===== config.mk =====
export PLATFORM = sky130hd
export DESIGN_NAME = fm_phase_discriminator
export DESIGN_NICKNAME = d
export VERILOG_FILES = /design/src/design/fmpd_pkg.sv /design/src/design/fm_phase_discriminator.sv
export VERILOG_INCLUDE_DIRS = /design/src /design/src/design
export SDC_FILE = /design/constraint.sdc
export NUM_CORES = 1
export LEC_CHECK = 0
export ABC_AREA = 1
export BUFFER_PORTS_ARGS = -buffer_cell sky130_fd_sc_hd__buf_2
export CORE_UTILIZATION = 45
export DETAILED_ROUTE_END_ITERATION = 7
export GPL_TIMING_DRIVEN = 0
export MAX_ROUTING_LAYER = met4
export PLACE_DENSITY_LB_ADDON = 0.25
export SETUP_SLACK_MARGIN = 0.02
export SLEW_MARGIN = 15
export SYNTH_ARGS = -nofsm -noshare
export SYNTH_HDL_FRONTEND = slang
export SYNTH_SLANG_ARGS = --single-unit

===== constraint.sdc =====
create_clock -name aclk -period 7.12 [get_ports aclk]
set_input_delay 0.356 -clock aclk [delete_from_list [all_inputs] [get_ports aclk]]
set_output_delay 0.356 -clock aclk [all_outputs]
set_load 0.05 [all_outputs]

===== src/design/fm_phase_discriminator_assert.svh =====
// Assertion macros for the FM phase discriminator.
`ifndef FM_PHASE_DISCRIMINATOR_ASSERT_SVH
`define FM_PHASE_DISCRIMINATOR_ASSERT_SVH

// Same-cycle implication, disabled while in reset.
`define FMPD_ASSERT_NOW(lbl, clk, rstn, ante, cons, msg) \
    lbl: assert property (@(posedge clk) disable iff (!(rstn)) (ante) |-> (cons)) \
        else $error(msg);

// Next-cycle implication, disabled while in reset.
`define FMPD_ASSERT_NEXT(lbl, clk, rstn, ante, cons, msg) \
    lbl: assert property (@(posedge clk) disable iff (!(rstn)) (ante) |=> (cons)) \
        else $error(msg);

`endif


===== src/design/fmpd_pkg.sv =====
// Package: controller states, angle constants and the arctangent table.
`timescale 1ns / 1ps
`default_nettype none
package fmpd_pkg;

    localparam int PHASE_W    = 16;
    localparam int ANGLE_W    = 32;
    localparam int GUARD_BITS = 8;
    localparam int ATAN_LEN   = 24;

    typedef enum logic [2:0] {
        ST_IDLE,
        ST_PREP,
        ST_ITER,
        ST_ROUND,
        ST_EMIT
    } fmpd_state_t;

    // atan(2^-i) in units of 2^-32 turn, rounded to nearest
    function automatic logic [ANGLE_W-1:0] atan_turn(input logic [4:0] idx);
        logic [ANGLE_W-1:0] val;
        unique case (idx)
            5'd0:    val = 32'h20000000;
            5'd1:    val = 32'h12E4051E;
            5'd2:    val = 32'h09FB385B;
            5'd3:    val = 32'h051111D4;
            5'd4:    val = 32'h028B0D43;
            5'd5:    val = 32'h0145D7E1;
            5'd6:    val = 32'h00A2F61E;
            5'd7:    val = 32'h00517C55;
            5'd8:    val = 32'h0028BE53;
            5'd9:    val = 32'h00145F2F;
            5'd10:   val = 32'h000A2F98;
            5'd11:   val = 32'h000517CC;
            5'd12:   val = 32'h00028BE6;
            5'd13:   val = 32'h000145F3;
            5'd14:   val = 32'h0000A2FA;
            5'd15:   val = 32'h0000517D;
            5'd16:   val = 32'h000028BE;
            5'd17:   val = 32'h0000145F;
            5'd18:   val = 32'h00000A30;
            5'd19:   val = 32'h00000518;
            5'd20:   val = 32'h0000028C;
            5'd21:   val = 32'h00000146;
            5'd22:   val = 32'h000000A3;
            5'd23:   val = 32'h00000051;
            default: val = '0;
        endcase
        return val;
    endfunction

    // one-bit full adder, returns {carry, sum}
    function automatic logic [1:0] full_add(input logic a, input logic b, input logic c);
        return {(a & b) | (a & c) | (b & c), a ^ b ^ c};
    endfunction

endpackage
`default_nettype wire


===== src/design/fm_phase_discriminator.sv =====
// Polar FM discriminator: bit-serial vectoring CORDIC phase and phase difference.
// One item at a time: s_tready is high only in idle, so the next item is taken only after
//   the previous one has left through emit. A prep pass comes first, then each CORDIC step is
//   one pass over the W bits through the single bit-serial adder slice, W = max(SAMPLE_BITS
//   + 11, 32); emit stalls while the output register holds an item not yet taken.
// A finished result waits in the output register while the next item is taken.
// Reset (aresetn low, synchronous) clears the controller, output valid and previous phase.
`timescale 1ns / 1ps
`default_nettype none
`include "fm_phase_discriminator_assert.svh"
module fm_phase_discriminator
    import fmpd_pkg::*;
#(
    parameter int SAMPLE_BITS  = 16,
    parameter int CORDIC_STEPS = 16
) (
    input  wire logic                                  aclk,
    input  wire logic                                  aresetn,
    input  wire logic                                  s_tvalid,
    output logic                                       s_tready,
    // [SAMPLE_BITS-1:0] sample_first, [2*SAMPLE_BITS-1:SAMPLE_BITS] sample_second,
    // zero fill above
    input  wire logic [((2*SAMPLE_BITS+7)/8)*8-1:0]    s_tdata,
    input  wire logic                                  s_tlast,   // block_end
    output logic                                       m_tvalid,
    input  wire logic                                  m_tready,
    output logic [PHASE_W-1:0]                         m_tdata,   // [15:0] freq_sample
    output logic                                       m_tlast    // block_end_out
);

    // working width: scaled input, negation, CORDIC gain and margin; at least one angle word
    localparam int W      = (SAMPLE_BITS + 11 > ANGLE_W) ? SAMPLE_BITS + 11 : ANGLE_W;
    localparam int IDX_W  = $clog2(W);
    localparam int STEP_W = $clog2(CORDIC_STEPS);
    localparam int EXT_W  = W - SAMPLE_BITS - GUARD_BITS;

    fmpd_state_t state_reg, state_next;

    logic [W-1:0]       x_reg, x_next, y_reg, y_next, z_reg, z_next;
    logic               x_sgn_reg, x_sgn_next, y_sgn_reg, y_sgn_next;
    logic               cx_reg, cx_next, cy_reg, cy_next, cz_reg, cz_next;
    logic               neg_reg, neg_next, zero_reg, zero_next, last_reg, last_next;
    logic [IDX_W-1:0]   k_reg, k_next;
    logic [STEP_W-1:0]  iter_reg, iter_next;
    logic [PHASE_W-1:0] phase_reg, phase_next, prev_phase_reg, prev_phase_next;
    logic [PHASE_W-1:0] m_data_reg, m_data_next;
    logic               m_last_reg, m_last_next, m_valid_reg, m_valid_next;

    // controller decodes
    logic load_en, prep_en, iter_en, round_en, emit_en;

    logic [SAMPLE_BITS-1:0] in_first, in_second;
    logic                   last_bit, last_step, first_bit, tap_in_range, dir;
    logic [IDX_W-1:0]       tap_idx;
    logic [IDX_W:0]         tap_sum;
    logic [W-1:0]           atan_word;
    logic                   xs_bit, ys_bit, atan_bit;
    logic                   xa, xb, xc, ya, yb, yc, za, zb, zc;
    logic [1:0]             x_fa, y_fa, z_fa;
    logic                   out_free;

    assign in_first  = s_tdata[SAMPLE_BITS-1:0];
    assign in_second = s_tdata[2*SAMPLE_BITS-1:SAMPLE_BITS];

    assign last_bit  = (k_reg == IDX_W'(W - 1));
    assign last_step = (iter_reg == STEP_W'(CORDIC_STEPS - 1));
    assign first_bit = (k_reg == '0);
    assign out_free  = !m_valid_reg || m_tready;

    // next state
    always_comb begin
        state_next = state_reg;
        unique case (state_reg)
            ST_IDLE:  if (s_tvalid) state_next = ST_PREP;
            ST_PREP:  if (last_bit) state_next = ST_ITER;
            ST_ITER:  if (last_bit && last_step) state_next = ST_ROUND;
            ST_ROUND: state_next = ST_EMIT;
            ST_EMIT:  if (out_free) state_next = ST_IDLE;
            default:  state_next = ST_IDLE;
        endcase
    end

    // controller outputs
    always_comb begin
        s_tready = 1'b0;
        load_en  = 1'b0;
        prep_en  = 1'b0;
        iter_en  = 1'b0;
        round_en = 1'b0;
        emit_en  = 1'b0;
        unique case (state_reg)
            ST_IDLE: begin
                s_tready = 1'b1;
                load_en  = s_tvalid;
            end
            ST_PREP:  prep_en  = 1'b1;
            ST_ITER:  iter_en  = 1'b1;
            ST_ROUND: round_en = 1'b1;
            ST_EMIT:  emit_en  = out_free;
            default: begin
                s_tready = 1'b0;
            end
        endcase
    end

    // shifted operand taps: orig bit k+i sits at position i until it runs past the sign
    assign tap_idx      = IDX_W'(iter_reg);
    assign tap_sum      = {1'b0, k_reg} + (IDX_W + 1)'(iter_reg);
    assign tap_in_range = (tap_sum < (IDX_W + 1)'(W));
    assign xs_bit       = tap_in_range ? x_reg[tap_idx] : x_sgn_reg;
    assign ys_bit       = tap_in_range ? y_reg[tap_idx] : y_sgn_reg;
    assign atan_word    = W'(atan_turn(5'(iter_reg)));
    assign atan_bit     = atan_word[k_reg];
    assign dir          = y_sgn_reg;   // 1: y negative, rotate the other way

    // serial adder operands; prep pass negates x and y when x is negative
    always_comb begin
        if (prep_en) begin
            xa = x_reg[0] ^ neg_reg;
            xb = 1'b0;
            xc = first_bit ? neg_reg : cx_reg;
            ya = y_reg[0] ^ neg_reg;
            yb = 1'b0;
            yc = first_bit ? neg_reg : cy_reg;
        end else begin
            xa = x_reg[0];
            xb = ys_bit ^ dir;
            xc = first_bit ? dir : cx_reg;
            ya = y_reg[0];
            yb = xs_bit ^ ~dir;
            yc = first_bit ? ~dir : cy_reg;
        end
        za = z_reg[0];
        zb = atan_bit ^ dir;
        zc = first_bit ? dir : cz_reg;
    end

    assign x_fa = full_add(xa, xb, xc);
    assign y_fa = full_add(ya, yb, yc);
    assign z_fa = full_add(za, zb, zc);

    // datapath next values
    always_comb begin
        x_next          = x_reg;
        y_next          = y_reg;
        z_next          = z_reg;
        x_sgn_next      = x_sgn_reg;
        y_sgn_next      = y_sgn_reg;
        cx_next         = cx_reg;
        cy_next         = cy_reg;
        cz_next         = cz_reg;
        neg_next        = neg_reg;
        zero_next       = zero_reg;
        last_next       = last_reg;
        k_next          = k_reg;
        iter_next       = iter_reg;
        phase_next      = phase_reg;
        prev_phase_next = prev_phase_reg;
        m_data_next     = m_data_reg;
        m_last_next     = m_last_reg;
        m_valid_next    = m_valid_reg;

        if (m_valid_reg && m_tready) begin
            m_valid_next = 1'b0;
        end

        if (load_en) begin
            x_next     = {{EXT_W{in_second[SAMPLE_BITS-1]}}, in_second, GUARD_BITS'(0)};
            y_next     = {{EXT_W{in_first[SAMPLE_BITS-1]}}, in_first, GUARD_BITS'(0)};
            x_sgn_next = in_second[SAMPLE_BITS-1];
            y_sgn_next = in_first[SAMPLE_BITS-1];
            neg_next   = in_second[SAMPLE_BITS-1];
            zero_next  = (in_first == '0) && (in_second == '0);
            last_next  = s_tlast;
            // negative x: start the angle at a half turn
            z_next     = W'({in_second[SAMPLE_BITS-1], (ANGLE_W - 1)'(0)});
            k_next     = '0;
            iter_next  = '0;
        end

        if (prep_en || iter_en) begin
            x_next  = {x_fa[0], x_reg[W-1:1]};
            y_next  = {y_fa[0], y_reg[W-1:1]};
            cx_next = x_fa[1];
            cy_next = y_fa[1];
            k_next  = last_bit ? '0 : k_reg + 1'b1;
            if (last_bit) begin
                x_sgn_next = x_fa[0];
                y_sgn_next = y_fa[0];
            end
        end

        if (iter_en) begin
            z_next  = {z_fa[0], z_reg[W-1:1]};
            cz_next = z_fa[1];
            if (last_bit) begin
                iter_next = last_step ? '0 : iter_reg + 1'b1;
            end
        end

        if (round_en) begin
            phase_next = zero_reg ? '0
                       : z_reg[ANGLE_W-1:PHASE_W] + PHASE_W'(z_reg[PHASE_W-1]);
        end

        if (emit_en) begin
            m_data_next     = phase_reg - prev_phase_reg;
            m_last_next     = last_reg;
            m_valid_next    = 1'b1;
            prev_phase_next = phase_reg;
        end
    end

    always_ff @(posedge aclk) begin
        if (!aresetn) begin
            state_reg      <= ST_IDLE;
            k_reg          <= '0;
            iter_reg       <= '0;
            m_valid_reg    <= 1'b0;
            prev_phase_reg <= '0;
        end else begin
            state_reg      <= state_next;
            k_reg          <= k_next;
            iter_reg       <= iter_next;
            m_valid_reg    <= m_valid_next;
            prev_phase_reg <= prev_phase_next;
        end
    end

    always_ff @(posedge aclk) begin
        x_reg      <= x_next;
        y_reg      <= y_next;
        z_reg      <= z_next;
        x_sgn_reg  <= x_sgn_next;
        y_sgn_reg  <= y_sgn_next;
        cx_reg     <= cx_next;
        cy_reg     <= cy_next;
        cz_reg     <= cz_next;
        neg_reg    <= neg_next;
        zero_reg   <= zero_next;
        last_reg   <= last_next;
        phase_reg  <= phase_next;
        m_data_reg <= m_data_next;
        m_last_reg <= m_last_next;
    end

    assign m_tvalid = m_valid_reg;
    assign m_tdata  = m_data_reg;
    assign m_tlast  = m_last_reg;

    `FMPD_ASSERT_NOW(a_idle_counters_parked, aclk, aresetn,
        state_reg == ST_IDLE, (k_reg == '0) && (iter_reg == '0),
        "bit or step counter not parked in idle")

    `FMPD_ASSERT_NEXT(a_iter_runs_full, aclk, aresetn,
        (state_reg == ST_ITER) && !(last_bit && last_step), state_reg == ST_ITER,
        "CORDIC left before the last bit of the last step")

    `FMPD_ASSERT_NEXT(a_zero_vector_phase, aclk, aresetn,
        (state_reg == ST_ROUND) && zero_reg, phase_reg == '0,
        "zero vector did not give phase zero")

endmodule
`default_nettype wire


# Word-level counts from Yosys, hierarchy flattened
# Memory sizes are Yosys's and may differ from the RTL's. A register that Yosys moved wholly into a read port is not among the register bits.
# Cells that the tools add are included.
[word_totals]
out_inout_bits = 19
register_bits = 166
memories = 1
input_bits = 37
elab_cells = 131
mem_bits_ro = 480
[classes]
n_lt_le_gt_ge = 3
reduce_logical = 14
bitwise_logic = 27
addsub = 5
n_eq_ne = 10
muxes = 52
[memory_table]
columns = ["memory", "depth", "word_bits", "rd", "rd_ports_with_merged_regs", "write_ports", "line", "source"]
rows = [
  ["(name not given)", 16, 30, 1, 1, 0, "fmpd_pkg.sv:22", "unique case (idx)"],
]
[op_table]
columns = ["operator", "count"]
rows = [
  ["$mux 32", 6],
  ["$logic_not 16->1", 2],
  ["$mux 1", 30],
  ["$mux 4", 5],
  ["$add 16x1->16", 1],
  ["$sub 16x16->16", 1],
  ["$mux 5", 3],
  ["$pmux 3 s5", 1],
  ["$mux 3", 4],
  ["$xor 1x1->1", 11],
  ["$and 1x1->1", 9],
  ["$bmux 1 s4", 2],
  ["$ne 2x2->1 const B", 4],
  ["$add 5x4->6", 1],
  ["$eq 3x2->1 const B", 2],
  ["$lt 4x6->1 const B", 1],
  ["$lt 5x6->1 const B", 1],
  ["$lt 6x6->1 const B", 1],
  ["$or 1x1->1", 6],
  ["$reduce_bool 2->1", 3],
  ["$add 5x1->5 const B", 1],
  ["$bmux 1 s5", 1],
  ["$eq 5x5->1 const B", 1],
  ["$logic_not 5->1", 1],
  ["other kinds (10)", 13],
]

# Depth between registers and ports, before layout
[depth]
depth_word = 9
mapped_depth = 15

# Worst setup path before layout
# Ideal clock, no wire load.
[synth_timing]
kind = "register -> register"
startpoint = "register state_reg[1]"
endpoint = "register k_reg[1]"
setup_slack_ps = 4374
required_ps = 7000
setup_time_ps = 120
stages_incl_launch_ff = 9
t_arrival_ps = 2626
n_path_buf = 0
cell_sequence = "dfxtp_1 > inv_2 > nand3_1 > nand2_1 > inv_1 > nand2_1 > inv_1 > nand2_1 > a21oi_1"
[synth_via]
elab_chain_len = 4
elab_cells_between_ends = 9
[synth_rtl]
columns = ["item", "line", "source"]
rows = [
  ["from (decl)", "fm_phase_discriminator.sv:37", "fmpd_state_t state_reg, state_next;"],
  ["from (signal assigned)", "fm_phase_discriminator.sv:222", "state_reg <= state_next;"],
  ["$eq 3x1->1 or $eq 3x2->1 (tied branches)", "fm_phase_discriminator.sv:91", "unique case (state_reg)"],
  ["$mux 1", "fm_phase_discriminator.sv:91", ""],
  ["$logic_or 1x1->1", "fm_phase_discriminator.sv:181", "if (prep_en || iter_en) begin"],
  ["$mux 5 or $reduce_bool 2->1 (tied branches)", "--", ""],
  ["to (signal assigned)", "fm_phase_discriminator.sv:223", "k_reg <= k_next;"],
  ["to (decl)", "fm_phase_discriminator.sv:43", "logic [IDX_W-1:0] k_reg, k_next;"],
]
# Several ways; a longest one is shown, not always the timed one.
# A chain may end at the register's enable or synchronous reset.

# Worst setup path in the final report
[layout_timing]
startpoint = "register k_reg[1]"
endpoint = "register atan_word[19] (netlist name)"
[layout_via]
elab_chain_len = 4
[layout_rtl]
columns = ["item", "line", "source"]
rows = [
  ["$eq 5x5->1", "fm_phase_discriminator.sv:65", "assign last_bit = (k_reg == IDX_W'(W - 1));"],
  ["$mux 4", "fm_phase_discriminator.sv:196", "if (last_bit) begin"],
  ["$mux 4", "fm_phase_discriminator.sv:193", "if (iter_en) begin"],
  ["$mux 4 (no source line)", "--", ""],
]
# No other way between the ends.

==> impl_metrics.py <==
metrics = {
    "status": {
        "outcome": "complete, no violations",
    },
    "layout": {
        "final_cell_mix": "nand2_1, inv_1, edfxtp_1, nor2_1, o21ai_0",
        "nFillCells": 2003,
        "final_util_pct": 52.1,
        "final_nets": 1271,
        "flow.area_growth_from_synthesis_pct": 12.8,
        "finalInstanceArea_sq_mm": 0.0110,
        "seq_area_sq_mm": 0.00528,
        "drive_above_1_share_pct": 11.7,
        "multi_input_area_sq_mm": 0.00378,
        "layout_commonest_cell": "nand2_1",
        "n_antenna_cell": 0,
    },
    "die": {
        "die_x_um": 149,
        "fp-row-count": 53,
        "die-area_sq_mm": 0.0223,
        "core_area_sq_mm": 0.0212,
        "die_y_um": 149,
        "io_pins": 56,
        "initial_core_util_pct": 46.2,
    },
    "sta": {
        "clock.fmax_mhz": 360,
        "finalCriticalPeriod_ps": 2780,
        "rsz0062_at_grt": "false",
        "tns_ps": 0,
        "worst_hold_slack_ps": 135,
        "timing.final.crit_share_pct": 39.0,
        "worst_pin_slew_ps": 1050,
        "setup_viol": 0,
        "slew_viol_final": 0,
        "finalHoldViolCount": 0,
        "clock-skew-final_ps": 11.7,
        "slew_headroom_pct": 29.6,
    },
    "power": {
        "p_per_area_mw_per_mm2": 373,
        "leakagePower_nw": 4.85,
        "vdd.ir_drop.worst_uv": 221,
    },
    "hold_path": {
        "hold_path_class": "input pin to flop",
    },
    "global_route": {
        "grtUsageMet3_pct": 2.77,
        "grt_max_degree": 56,
        "met1_usage_pct": 27.3,
        "antenna_found_initial": 0,
        "gr-total-overflow": 0,
        "top_usage_layer": "met2",
        "grt_usage_pct": 19.7,
        "use_met2_pct": 29.8,
        "grt_pass1_vias": 6742,
        "grt_pass1_wl_mm": 33.4,
    },
    "clock_tree": {
        "ctsHoldBuffers": 0,
        "clkTransAtPathRegs_ps": 70,
        "cts_buffers": 17,
        "post_cts_resized": 0,
        "clock_latency_ps": 440,
        "cts_tree": "built",
        "htree_levels": 4,
        "post-cts-setup-buffers": 0,
        "cts_max_path_buffers": 2,
        "clkSinkCount": 196,
        "clockRootBuffer": "clkbuf_16",
    },
    "placed_design": {
        "dpl.hpwl_mm": 14.6,
        "port_buffers": 54,
        "finalWeightedCongestion": 0.898,
        "dpl_cell_area_sq_mm": 0.0104,
    },
    "worst_setup_path": {
        "worstSetupStartpointType": "flop",
        "critPathArrivalTime_ps": 3100,
        "cp_max_fo": 6,
        "required_ps": 7440,
        "critical_path_class": "flop to flop",
        "crit_path_end_kind": "flop",
    },
    "synthesis": {
        "synth_cells": 1124,
        "synthArstFlopShare_pct": 0,
        "avgSynthCellArea_sq_um": 8.70,
        "yosys_register_bits": 196,
        "synth-edff-count": 135,
        "synth_area_sq_mm": 0.00978,
        "yosysWarnings": 0,
        "yosysSeqAreaShare_pct": 53.9,
        "synthFlopType": "edfxtp_1",
        "synth_cell_types": 49,
        "synth_nets": 1196,
    },
    "route": {
        "num_vias": 7346,
        "viasPerCell": 4.94,
        "firstDrtPassIters": 4,
        "drt_iter0_drc": 566,
        "ant_nets": 0,
        "routedWlPerCell_um": 13.7,
        "wirelength_mm": 20.4,
        "drc": 0,
    },
    "flow_run": {
        "drv_cap": 0,
    },
}
==> metal layers <==
layer	vias up	wire length [um]
met5	-	0
li1	3825	-
met2	133	9090
met1	3365	10200
met3	23	777
met4	0	300
==> metrics by stage <==
stage,setup WS [ps],cells,total power [mW]
floorplan,4370,1124,2.80
global placement,3370,1453,3.16
detailed placement,4330,1455,3.19
CTS,4330,1487,4.14
global route,4130,1487,4.39
finish,4340,1487,4.11
==> final cells by class <==
| type | instances | area share [%] |
|---|---|---|
| flip-flops and latches | 196 | 47.8 |
| multi-input cells | 744 | 34.3 |
| inverters | 149 | 5.11 |
| clock buffers | 17 | 3.86 |
| well taps | 275 | 3.12 |
| repair buffers | 56 | 2.77 |
| plain buffers | 35 | 1.65 |
| clock inverters | 15 | 1.41 |
==> path summary, 6_finish.rpt <==
path         slack, ps  cells past startpoint                             from                               to
max reg2reg       4340                     14            k_reg[1]$_SDFFE_PN0P_            atan_word[19]$_DFF_P_
max               4340                     14            k_reg[1]$_SDFFE_PN0P_            atan_word[19]$_DFF_P_
min reg2reg        460                      2  prev_phase_reg[11]$_SDFFE_PN0P_  prev_phase_reg[11]$_SDFFE_PN0P_
min                140                      1                          s_tlast               last_reg$_DFFE_PP_
==> cell families after synthesis <==
group / count (synthesis) / share of synthesized area, %
adders and majority gates: 35 / 4.78
AOI/OAI and AO/OA: 160 / 9.04
and+or+nand+nor: 532 / 23.1
DFF: 196 / 53.9
xor gates and xnor gates: 17 / 1.52
buffers and inverters: 184 / 7.61
==> where the power goes <==
group	leakage (nW)	switching, mW	internal (mW)
clock network	0.283	0.472	0.470
registers	1.81	0.160	1.76
logic	2.75	0.879	0.367
total	4.85	1.51	2.60
==> Yosys cell counts (2+ instances only) <==
cell type  instances  area, sq um
o21ai_0           78          390
a21o_1             4         30.0
dfxtp_1           61         1220
xnor2_1            3         26.3
nor3_2             3         30.0
buf_1              5         18.8
inv_2              2         7.51
nand4_1           10         62.6
inv_1            144          541
o22ai_1            2         12.5
o21ai_1            4         20.0
buf_6              4         45.0
nand3b_1           2         15.0
nor2_4             2         22.5
buf_2             12         60.1
ha_1              31          388
clkbuf_1          12         45.0
a21oi_1           54          270
a31oi_1            2         12.5
o21bai_1           4         30.0
fa_1               4         80.1
edfxtp_1         135         4050
nor2_1           121          454
or2_2              2         12.5
nand2_2            9         56.3
nand2_1          293         1100
nand2_4            4         45.0
a21oi_2            2         17.5
o21ai_2            2         17.5
nand3_1           70          350
nor4_1             4         25.0
xor2_1            14          123
nor3_1             7         35.0
o211ai_1           3         22.5
==> worst max-delay path, cell delays in order (launching register included) <==
cell     delay (ps)
dfxtp_1         460
ha_1            210
nand2_1          70
nor2_1          120
ha_1            330
inv_2           110
nor2_8          170
nand2_4          80
nand2_1          60
nand3_1         240
ha_1            330
nand2_1         260
nand2_1          90
nand2_1          70
o21ai_1          60
Power figures use the tool's default switching activity.
